--- src/sv/pidc_pkg.sv ---
// Package for the PID controller (positional and incremental forms).
// Holds field widths, register index codes and the payload and config structs.
// No dependencies.
package pidc_pkg;

	localparam int DATA_WIDTH      = 16;
	localparam int ERR_WIDTH       = DATA_WIDTH + 1;
	localparam int GAIN_WIDTH      = 16;
	localparam int LIMIT_WIDTH     = 24;
	localparam int DRIVE_WIDTH     = 32;
	localparam int CFG_INDEX_WIDTH = 3;
	localparam int CFG_DATA_WIDTH  = LIMIT_WIDTH;

	// Register indexes on the configuration port
	localparam logic [CFG_INDEX_WIDTH-1:0] REG_KP           = 3'd0;
	localparam logic [CFG_INDEX_WIDTH-1:0] REG_KI           = 3'd1;
	localparam logic [CFG_INDEX_WIDTH-1:0] REG_KD           = 3'd2;
	localparam logic [CFG_INDEX_WIDTH-1:0] REG_OUT_MAX      = 3'd3;
	localparam logic [CFG_INDEX_WIDTH-1:0] REG_OUT_MIN      = 3'd4;
	localparam logic [CFG_INDEX_WIDTH-1:0] REG_CLAMP_ENABLE = 3'd5;
	localparam logic [CFG_INDEX_WIDTH-1:0] REG_MODE         = 3'd6;

	localparam logic MODE_INCREMENTAL = 1'b0;
	localparam logic MODE_POSITIONAL  = 1'b1;

	// Reset values of the registers
	localparam logic signed [GAIN_WIDTH-1:0]  KP_RESET      = 16'sd23040;
	localparam logic signed [GAIN_WIDTH-1:0]  KI_RESET      = 16'sd3840;
	localparam logic signed [GAIN_WIDTH-1:0]  KD_RESET      = 16'sd0;
	localparam logic signed [LIMIT_WIDTH-1:0] OUT_MAX_RESET = 24'sd1000;
	localparam logic signed [LIMIT_WIDTH-1:0] OUT_MIN_RESET = -24'sd1000;

	typedef struct packed {
		logic signed [DATA_WIDTH-1:0] setpoint;
		logic signed [DATA_WIDTH-1:0] measured;
	} pidc_sample_t;

	typedef struct packed {
		logic signed [DRIVE_WIDTH-1:0] drive;
		logic                          limited;
	} pidc_result_t;

	typedef struct packed {
		logic signed [GAIN_WIDTH-1:0]  kp;
		logic signed [GAIN_WIDTH-1:0]  ki;
		logic signed [GAIN_WIDTH-1:0]  kd;
		logic signed [LIMIT_WIDTH-1:0] out_max;
		logic signed [LIMIT_WIDTH-1:0] out_min;
		logic                          clamp_enable;
		logic                          mode;
	} pidc_cfg_t;

endpackage

--- src/sv/pidc_core.sv ---
// PID datapath: error differences, integrator update, three gain products,
// 32-bit saturation and output clamping. Purely combinational.
// Depends on pidc_pkg.
module pidc_core
	import pidc_pkg::*;
#(
	parameter int SUM_WIDTH      = 32,
	parameter int GAIN_FRAC_BITS = 8
) (
	input  pidc_cfg_t                     cfg,
	input  logic signed [ERR_WIDTH-1:0]   err,
	input  logic signed [ERR_WIDTH-1:0]   prev_err,
	input  logic signed [ERR_WIDTH-1:0]   prev2_err,
	input  logic signed [SUM_WIDTH-1:0]   err_sum,
	output logic signed [SUM_WIDTH-1:0]   sum_next,
	output pidc_result_t                  result
);

	localparam int D1_W  = ERR_WIDTH + 1;
	localparam int D2_W  = ERR_WIDTH + 2;
	localparam int SX_W  = ((SUM_WIDTH > ERR_WIDTH) ? SUM_WIDTH : ERR_WIDTH) + 1;
	localparam int OP_W  = (SUM_WIDTH > D2_W) ? SUM_WIDTH : D2_W;
	localparam int PR_W  = OP_W + GAIN_WIDTH;
	localparam int ACC_W = PR_W + 2;

	localparam logic signed [SX_W-1:0] SUM_HI =
		{{(SX_W-SUM_WIDTH+1){1'b0}}, {(SUM_WIDTH-1){1'b1}}};
	localparam logic signed [SX_W-1:0] SUM_LO =
		{{(SX_W-SUM_WIDTH+1){1'b1}}, {(SUM_WIDTH-1){1'b0}}};
	localparam logic signed [ACC_W-1:0] DRV_HI =
		{{(ACC_W-DRIVE_WIDTH+1){1'b0}}, {(DRIVE_WIDTH-1){1'b1}}};
	localparam logic signed [ACC_W-1:0] DRV_LO =
		{{(ACC_W-DRIVE_WIDTH+1){1'b1}}, {(DRIVE_WIDTH-1){1'b0}}};

	logic signed [GAIN_WIDTH-1:0]  kp, ki, kd;
	logic signed [DRIVE_WIDTH-1:0] lim_hi, lim_lo;
	logic signed [D1_W-1:0]        d1;
	logic signed [D2_W-1:0]        d2;
	logic signed [SX_W-1:0]        sum_ext;
	logic signed [OP_W-1:0]        op_p, op_i, op_d;
	logic signed [PR_W-1:0]        prod_p, prod_i, prod_d;
	logic signed [ACC_W-1:0]       acc, acc_sat;
	logic signed [DRIVE_WIDTH-1:0] res;

	always_comb begin
		kp     = cfg.kp;
		ki     = cfg.ki;
		kd     = cfg.kd;
		lim_hi = DRIVE_WIDTH'(cfg.out_max);
		lim_lo = DRIVE_WIDTH'(cfg.out_min);

		d1 = D1_W'(err) - D1_W'(prev_err);
		d2 = D2_W'(err) - (D2_W'(prev_err) <<< 1) + D2_W'(prev2_err);

		// integrator, saturating at SUM_WIDTH bits
		sum_ext = SX_W'(err_sum) + SX_W'(err);
		if (sum_ext > SUM_HI) begin
			sum_next = SUM_HI[SUM_WIDTH-1:0];
		end else if (sum_ext < SUM_LO) begin
			sum_next = SUM_LO[SUM_WIDTH-1:0];
		end else begin
			sum_next = sum_ext[SUM_WIDTH-1:0];
		end

		if (cfg.mode == MODE_POSITIONAL) begin
			op_p = OP_W'(err);
			op_i = OP_W'(sum_next);
			op_d = OP_W'(d1);
		end else begin
			op_p = OP_W'(d1);
			op_i = OP_W'(err);
			op_d = OP_W'(d2);
		end

		prod_p = PR_W'(kp) * op_p;
		prod_i = PR_W'(ki) * op_i;
		prod_d = PR_W'(kd) * op_d;

		// arithmetic shift floors toward minus infinity
		acc = ACC_W'(prod_p >>> GAIN_FRAC_BITS) + ACC_W'(prod_i >>> GAIN_FRAC_BITS)
			+ ACC_W'(prod_d >>> GAIN_FRAC_BITS);

		if (acc > DRV_HI) begin
			acc_sat = DRV_HI;
		end else if (acc < DRV_LO) begin
			acc_sat = DRV_LO;
		end else begin
			acc_sat = acc;
		end
		res = acc_sat[DRIVE_WIDTH-1:0];

		// crossed limits: out_min is applied last and wins
		if (cfg.clamp_enable) begin
			if (res > lim_hi) begin
				res = lim_hi;
			end
			if (res < lim_lo) begin
				res = lim_lo;
			end
		end

		result.drive   = res;
		result.limited = (ACC_W'(res) != acc);
	end

endmodule

--- src/sv/pid_controller_pos_inc.sv ---
// PID controller, positional and incremental forms, one result per sample.
// A transferred sample's error is registered in stage 1; the core result then loads
// the result register when it is empty or draining, and transfers out from there.
// Throughput: one sample per cycle unless the result channel stalls; the only
// loop (error history and integrator update) closes in the single datapath stage.
// Reset (arst_n low): gains and limits return to defaults, history and
// integrator clear to zero, both pipeline stages empty.
module pid_controller_pos_inc
	import pidc_pkg::*;
#(
	parameter int SUM_WIDTH      = 32,
	parameter int GAIN_FRAC_BITS = 8
) (
	input  logic                       clk,
	input  logic                       arst_n,
	// configuration write port
	input  logic                       cfg_we,
	input  logic [CFG_INDEX_WIDTH-1:0] cfg_index,
	input  logic [CFG_DATA_WIDTH-1:0]  cfg_data,
	// sample channel
	input  logic                       sample_valid,
	output logic                       sample_ready,
	input  pidc_sample_t               sample,
	// result channel
	output logic                       result_valid,
	input  logic                       result_ready,
	output pidc_result_t               result
);

	// Configuration registers
	pidc_cfg_t cfg_q;

	// Stage 1: error of the accepted sample
	logic                        valid_s1;
	logic signed [ERR_WIDTH-1:0] err_s1;
	logic signed [ERR_WIDTH-1:0] err_in;

	// Controller history
	logic signed [ERR_WIDTH-1:0] prev_err_q;
	logic signed [ERR_WIDTH-1:0] prev2_err_q;
	logic signed [SUM_WIDTH-1:0] err_sum_q;

	// Result register
	logic         rsp_valid_q;
	pidc_result_t rsp_q;

	logic                        adv_s1;
	logic signed [SUM_WIDTH-1:0] sum_next;
	pidc_result_t                core_result;

	// Configuration writes; unknown indexes drop silently
	always_ff @(posedge clk or negedge arst_n) begin
		if (!arst_n) begin
			cfg_q.kp           <= KP_RESET;
			cfg_q.ki           <= KI_RESET;
			cfg_q.kd           <= KD_RESET;
			cfg_q.out_max      <= OUT_MAX_RESET;
			cfg_q.out_min      <= OUT_MIN_RESET;
			cfg_q.clamp_enable <= 1'b1;
			cfg_q.mode         <= MODE_INCREMENTAL;
		end else if (cfg_we) begin
			unique case (cfg_index)
				REG_KP:           cfg_q.kp           <= cfg_data[GAIN_WIDTH-1:0];
				REG_KI:           cfg_q.ki           <= cfg_data[GAIN_WIDTH-1:0];
				REG_KD:           cfg_q.kd           <= cfg_data[GAIN_WIDTH-1:0];
				REG_OUT_MAX:      cfg_q.out_max      <= cfg_data[LIMIT_WIDTH-1:0];
				REG_OUT_MIN:      cfg_q.out_min      <= cfg_data[LIMIT_WIDTH-1:0];
				REG_CLAMP_ENABLE: cfg_q.clamp_enable <= cfg_data[0];
				REG_MODE:         cfg_q.mode         <= cfg_data[0];
				default: ;
			endcase
		end
	end

	// Advance stage 1 when the result register is empty or being drained.
	// The result register parts the channels, so a stalled result still
	// lets one more sample sit in stage 1.
	assign adv_s1       = valid_s1 && (!rsp_valid_q || result_ready);
	assign sample_ready = !valid_s1 || adv_s1;

	// Form the error on the way in; it fits ERR_WIDTH bits exactly
	assign err_in = ERR_WIDTH'(sample.setpoint) - ERR_WIDTH'(sample.measured);

	always_ff @(posedge clk or negedge arst_n) begin
		if (!arst_n) begin
			valid_s1 <= 1'b0;
		end else if (sample_ready) begin
			valid_s1 <= sample_valid;
		end
	end

	always_ff @(posedge clk) begin
		if (sample_valid && sample_ready) begin
			err_s1 <= err_in;
		end
	end

	pidc_core #(
		.SUM_WIDTH      (SUM_WIDTH),
		.GAIN_FRAC_BITS (GAIN_FRAC_BITS)
	) u_core (
		.cfg       (cfg_q),
		.err       (err_s1),
		.prev_err  (prev_err_q),
		.prev2_err (prev2_err_q),
		.err_sum   (err_sum_q),
		.sum_next  (sum_next),
		.result    (core_result)
	);

	// Shift the error history in both modes; the integrator moves only in
	// positional mode and holds its value in incremental mode.
	always_ff @(posedge clk or negedge arst_n) begin
		if (!arst_n) begin
			prev_err_q  <= '0;
			prev2_err_q <= '0;
			err_sum_q   <= '0;
		end else if (adv_s1) begin
			prev2_err_q <= prev_err_q;
			prev_err_q  <= err_s1;
			if (cfg_q.mode == MODE_POSITIONAL) begin
				err_sum_q <= sum_next;
			end
		end
	end

	// Result register: load on advance, clear on transfer
	always_ff @(posedge clk or negedge arst_n) begin
		if (!arst_n) begin
			rsp_valid_q <= 1'b0;
		end else if (adv_s1) begin
			rsp_valid_q <= 1'b1;
		end else if (result_ready) begin
			rsp_valid_q <= 1'b0;
		end
	end

	always_ff @(posedge clk) begin
		if (adv_s1) begin
			rsp_q <= core_result;
		end
	end

	assign result_valid = rsp_valid_q;
	assign result       = rsp_q;

	// An empty result register never blocks the sample channel
	a_ready_when_empty: assert property (@(posedge clk) disable iff (!arst_n)
		!rsp_valid_q |-> sample_ready)
		else $error("sample_ready low with empty result register");

	// A stalled result keeps stage 1 occupied
	a_s1_holds: assert property (@(posedge clk) disable iff (!arst_n)
		(valid_s1 && rsp_valid_q && !result_ready) |=> valid_s1)
		else $error("stage 1 lost its sample during a result stall");

	// Error history shifts by one on every advance
	a_history_shift: assert property (@(posedge clk) disable iff (!arst_n)
		adv_s1 |=> (prev2_err_q == $past(prev_err_q)) && (prev_err_q == $past(err_s1)))
		else $error("error history did not shift");

	// Incremental mode leaves the integrator alone
	a_sum_hold: assert property (@(posedge clk) disable iff (!arst_n)
		(adv_s1 && (cfg_q.mode == MODE_INCREMENTAL)) |=> $stable(err_sum_q))
		else $error("integrator moved in incremental mode");

endmodule

--- config.mk ---
export PLATFORM = sky130hd
export DESIGN_NAME = pid_controller_pos_inc
export DESIGN_NICKNAME = d
export VERILOG_FILES = /design/src/sv/pidc_pkg.sv /design/src/sv/pidc_core.sv /design/src/sv/pid_controller_pos_inc.sv
export SDC_FILE = /design/constraint.sdc
export NUM_CORES = 2
export LEC_CHECK = 0
export ABC_AREA = 1
export BUFFER_PORTS_ARGS = -buffer_cell sky130_fd_sc_hd__buf_2
export CAP_MARGIN = 20
export CORE_ASPECT_RATIO = 1.5
export CORE_MARGIN = 8
export CORE_UTILIZATION = 30
export CTS_BUF_LIST = sky130_fd_sc_hd__clkbuf_4 sky130_fd_sc_hd__clkbuf_8 sky130_fd_sc_hd__clkbuf_16
export CTS_CLUSTER_SIZE = 40
export DETAILED_ROUTE_END_ITERATION = 8
export SYNTH_ARGS = -nofsm -noshare
export SYNTH_HDL_FRONTEND = slang
export SYNTH_SLANG_ARGS = --single-unit
--- constraint.sdc ---
create_clock -name clk -period 18.4 [get_ports clk]
set_clock_uncertainty 0.05 [all_clocks]
set_input_delay 1.84 -clock clk [delete_from_list [all_inputs] [get_ports clk]]
set_output_delay 1.84 -clock clk [all_outputs]
set_load 0.01 [all_outputs]
## Word level (Yosys, flattened, before mapping)

Cells that the tools add are included.

| storage, ports and cells | value |
|---|---|
| flip-flop bits (word level) | 216 |
| input port bits | 64 |
| output and inout bits | 35 |
| word-level logic and storage cells | 67 |

| cells by class | value |
|---|---|
| add/sub/neg operators | 7 |
| multipliers | 3 |
| magnitude comparators | 6 |
| equality and inequality tests | 7 |
| muxes and demuxes | 13 |
| reductions and logical operators | 16 |

Operators with widths:

| kind | number |
|---|---|
| $mux 32 | 11 |
| $mul 16x32->48 | 3 |
| $gt 50x32->1 const B | 1 |
| $lt 50x32->1 const B | 1 |
| $ne 32x50->1 | 1 |
| $add 41x40->42 | 1 |
| $add 40x40->41 | 1 |
| $add 32x17->33 | 1 |
| $gt 33x32->1 const B | 1 |
| $lt 33x32->1 const B | 1 |
| $gt 32x24->1 | 1 |
| $lt 32x24->1 | 1 |
| $add 19x17->19 | 1 |
| $sub 17x18->19 | 1 |
| $sub 17x17->18 | 1 |
| $sub 16x16->17 | 1 |
| $reduce_and 2->1 | 8 |
| $eq 3x3->1 const B | 3 |
| $eq 3x2->1 const B | 2 |
| $eq 3x1->1 const B | 1 |
| $logic_not 3->1 | 1 |
| $logic_and 1x1->1 | 2 |
| $logic_not 1->1 | 2 |
| $logic_or 1x1->1 | 2 |
| 2 further kinds | 3 |

## Depth between registers and ports, before layout

| logic depth | value |
|---|---|
| word-level depth | 18 |
| gate-level depth with buffers | 111 |
| gate-level depth less buffers | 107 |

## By module

A second synthesis with hierarchy kept.

| second synthesis, totals | value |
|---|---|
| cells, all modules | 7,829 |
| area total of the unflattened synthesis | 61,013.5 sq um |

By module, submodules not included:

| module | instances | cells each | area each (sq um) | sequential area each (sq um) |
|---|---|---|---|---|
| pidc_core | 1 | 6,934 | 52,024.9 | 0.0 |
| pid_controller_pos_inc | 1 | 895 | 8,988.6 | 5,694.2 |

## Worst setup path before layout

OpenSTA, ideal clock, no wires.

| path | value |
|---|---|
| kind | register -> register |
| start point | register err_s1[3] |
| end point | register rsp_q, in the netlist result[0], data pin |
| setup time | 254 ps |
| data arrival time | 15,265 ps |
| required time | 18,096 ps |
| setup slack | 2,831 ps |
| stages on the path, launching flop included | 102 |
| buffers on the path | 5 |
| clock period less this slack | 15,569 ps |
| cells stage by stage | edfxtp_1 inv_1 fa_1 inv_1 ha_1 a21oi_1 o31ai_1 and2_1 nor2_1 o21bai_1 nand2_1 nand2_1 a21oi_1 o21ai_0 nand2_1 inv_1 nor2_1 inv_1 [... 66 more ...] nand3_1 nor4_1 inv_1 nor4_1 nand2_2 nand2_1 nand2_2 nand2_4 nand2_4 buf_6 nand3_1 nand3_1 nand2_1 nand2_1 nor2_1 nand2_1 nor2_1 nand2_1 |

RTL lines:

| item | RTL line | text |
|---|---|---|
| from (decl) | pid_controller_pos_inc.sv:35 | `logic signed [ERR_WIDTH-1:0] err_s1;` |
| from (signal assigned) | pid_controller_pos_inc.sv:94 | `err_s1 <= err_in;` |
| to (signal assigned) | pid_controller_pos_inc.sv:140 | `rsp_q <= core_result;` |
| to (decl) | pid_controller_pos_inc.sv:45 | `pidc_result_t rsp_q;` |

==> impl_metrics.py <==
metrics = {
    "status": {
        "status": "finished clean",
    },
    "clock_tree": {
        "cts_tree": "yes",
        "cts_buffers": 27,
        "cts_sinks": 216,
        "cts_hold_buf": 0,
        "clk_latency_ns": 0.65,
        "root_buffer": "clkbuf_16",
        "htree_levels": 1,
        "clock_path_buffers": 3,
        "cts.reportedPaths.clkPinSlew_ns": 0.06,
    },
    "timing": {
        "slew_viol_final": 0,
        "final-hold-violation-count": 0,
        "clock.fmax_mhz": 58.16,
        "fin_tns_setup_ns": 0,
        "fin_crit_sh": 0.9345,
        "setup_viol": 0,
        "slew_headroom": 0.2525,
        "tightest_slew_ns": 1.120,
        "period_needed_ns": 17.19,
    },
    "cells_and_area": {
        "fin_cells": 10520,
        "final_cell_mix": "nand2_1, inv_1, fa_1, nor2_1, ha_1",
        "drive_gt1_frac": 0.09294,
        "layout.nets": 9575,
        "fillerInstances": 21040,
        "area_growth_pct": 11.93,
        "final_util": 0.3370,
        "final_common_cell": "nand2_1",
    },
    "synthesis": {
        "synth_xor_area_frac": 0.02884,
        "synth_compound_area_frac": 0.06848,
        "async_flop_share": 0.7685,
        "yosysTopAreaCell": "fa_1",
        "synthAdderAreaFrac": 0.4931,
        "ys_warn_count": 0,
        "synth_edf_count": 50,
        "synth-seq-cells": 216,
        "synth_top_family_by_area": "adder cells",
        "syn_nets": 9291,
        "syn_avg_cell_area_um2": 7.851,
        "synth_simple_gate_area_frac": 0.1866,
        "yosys.area.top_type_share": 0.3928,
        "synthTopCellsByArea": "fa_1, nand2_1, inv_1",
        "yosysUniqueCellTypes": 55,
        "synthCells": 7582,
        "syn_area_mm2": 0.05952,
        "synth.area.mux_share": 0,
        "synth_ff_type": "dfrtp_1",
        "ys_seq_area_frac": 0.09566,
    },
    "detailed_routing": {
        "num_vias": 50280,
        "ant_nets": 0,
        "drt_iter0_drc": 2900,
        "vias_per_cell": 4.779,
        "remaining_drc_errors": 0,
        "firstDrtPassIters": 6,
        "totalWireLength_um": 203000,
        "post_drt_wl_per_cell_um": 19.29,
    },
    "global_route": {
        "track_usage": 0.1891,
        "grt_pass1_wl_um": 315700,
        "gr-max-usage-layer": "met2",
        "use_met3": 0.01949,
        "gr-usage-met1": 0.1948,
        "met2_usage": 0.3559,
        "antenna_found_initial": 4,
        "overflow": 0,
        "grt_pass1_vias": 55320,
        "grt_start_max_net_pins": 71,
    },
    "job": {
        "maxCapViolCount": 0,
    },
    "placement": {
        "post-dp-hpwl_um": 173100,
        "place.gp.congestion": 0.9616,
        "placed_cells": 10440,
        "port_buffers": 98,
    },
    "hold_path": {
        "hp-class": "flip-flop to flip-flop",
    },
    "die": {
        "start_util": 0.3011,
        "die_x_um": 379.7,
        "die_h_um": 561.5,
        "ioPinCount": 99,
        "core_region_area_mm2": 0.1977,
        "die_area_mm2": 0.2132,
        "rows": 200,
    },
    "worst_setup_path": {
        "critPathBufInv": 20,
        "cpLargestDelayFamily": "adder cells",
        "startpoint_type": "flip-flop",
        "crit_top_cell": "nand2_1",
        "worst_ep_required_time_ns": 18.70,
        "cpPeakStageDelay_ns": 0.56,
        "crit_fanout": 11,
        "cp-end-kind": "flip-flop",
        "cp_slowest_cell": "inv_1",
        "arrival_ns": 17.49,
        "worstSetupPathType": "flip-flop to flip-flop",
    },
}
[cell type report]
| cell class | instances | area (µm²) | share of cell area |
|---|---|---|---|
| repair buffers | 465 | 3366 | 0.05052 |
| repair inverters | 1 | 5.005 | 0.00007512 |
| inverters | 1794 | 6783 | 0.1018 |
| flip-flops and latches | 216 | 5695 | 0.08548 |
| well taps | 2626 | 3286 | 0.04931 |
| diodes | 7 | 17.52 | 0.0002629 |
| multi-input cells | 5361 | 46570 | 0.6989 |
| clock inverters | 18 | 181.4 | 0.002723 |
| clock buffers | 32 | 725.7 | 0.01089 |
[stage by stage]
step,worst slack (ns),area (µm²),hold slack (ns)
after floorplan,2.831,59520,0.4029
after global placement,0.2593,65110,0.4152
after detailed placement,0.2287,65110,0.4228
after CTS,0.1123,66020,0.4400
after global routing,-0.09209,66620,0.4549
final,1.205,66630,0.4319
[metal layers]
| layer | wire length, µm | share of wire |
|---|---|---|
| met5 | 0 | 0 |
| met4 | 18220 | 0.090 |
| met3 | 9759 | 0.048 |
| met2 | 105000 | 0.52 |
| met1 | 69980 | 0.34 |
[flip-flops by register name (all words and copies together), names as in the netlist]
name and cells:
cfg_q 98, err_s1 17, err_sum_q 32, prev2_err_q 17
prev_err_q 17, result 33, result_valid 1, valid_s1 1
[cell families (layout without fill, tap and decap cells)]
group	after synthesis	count (layout)
and+or+nand+nor	2780	2780
buffers and inverters	2005	2310
adders and majority gates	1645	1645
AOI/OAI and AO/OA	740	740
DFF	216	216
xor gates and xnor gates	196	196
other	0	7
[tightest hold or removal path: cells and delay by family, from the launching register on]
kind	cells	cell delay (ns)
DFF	1	0.34
and+or+nand+nor	1	0.05
AOI/OAI and AO/OA	1	0.05
[synth_stat cells (17+ instances only)]
cell type / instances
nand2_1: 1823
inv_1: 1758
fa_1: 1168
nor2_1: 622
ha_1: 477
o21ai_0: 321
a21oi_1: 264
nand3_1: 181
clkbuf_1: 177
dfrtp_1: 135
xor2_1: 132
xnor2_1: 64
edfxtp_1: 50
or2_2: 35
dfstp_2: 31
clkinv_1: 24
nand4_1: 23
nand2_2: 22
o21ai_1: 21
o21bai_1: 21
a31oi_1: 19
buf_1: 18
nor3_1: 18
o21a_1: 17
[final timing paths]
| check | start | endpoint | slack, ns | cells after the start |
|---|---|---|---|---|
| worst max-delay path | err_s1[2] | result[0] | 1.21 | 95 |
| worst min-delay path | prev2_err_q[16] | prev2_err_q[16] | 0.43 | 2 |
| worst max register to register | err_s1[2] | result[0] | 1.21 | 95 |
| worst min register to register | prev2_err_q[16] | prev2_err_q[16] | 0.43 | 2 |
| max in group asynchronous | arst_n | err_sum_q[29] | 15.12 | 3 |
| min in group asynchronous | arst_n | cfg_q[44] | 1.13 | 1 |
[timing repair]
| action | 4_1_cts | 5_1_grt |
|---|---|---|
| resized for setup | 0 | 96 |
| setup endpoints to repair | 0 | 33 |
| setup buffers | 0 | 23 |
Power is left out: the tool's default activity adds up to more than one toggle a clock period on the data nets, which glitch-free logic cannot reach.
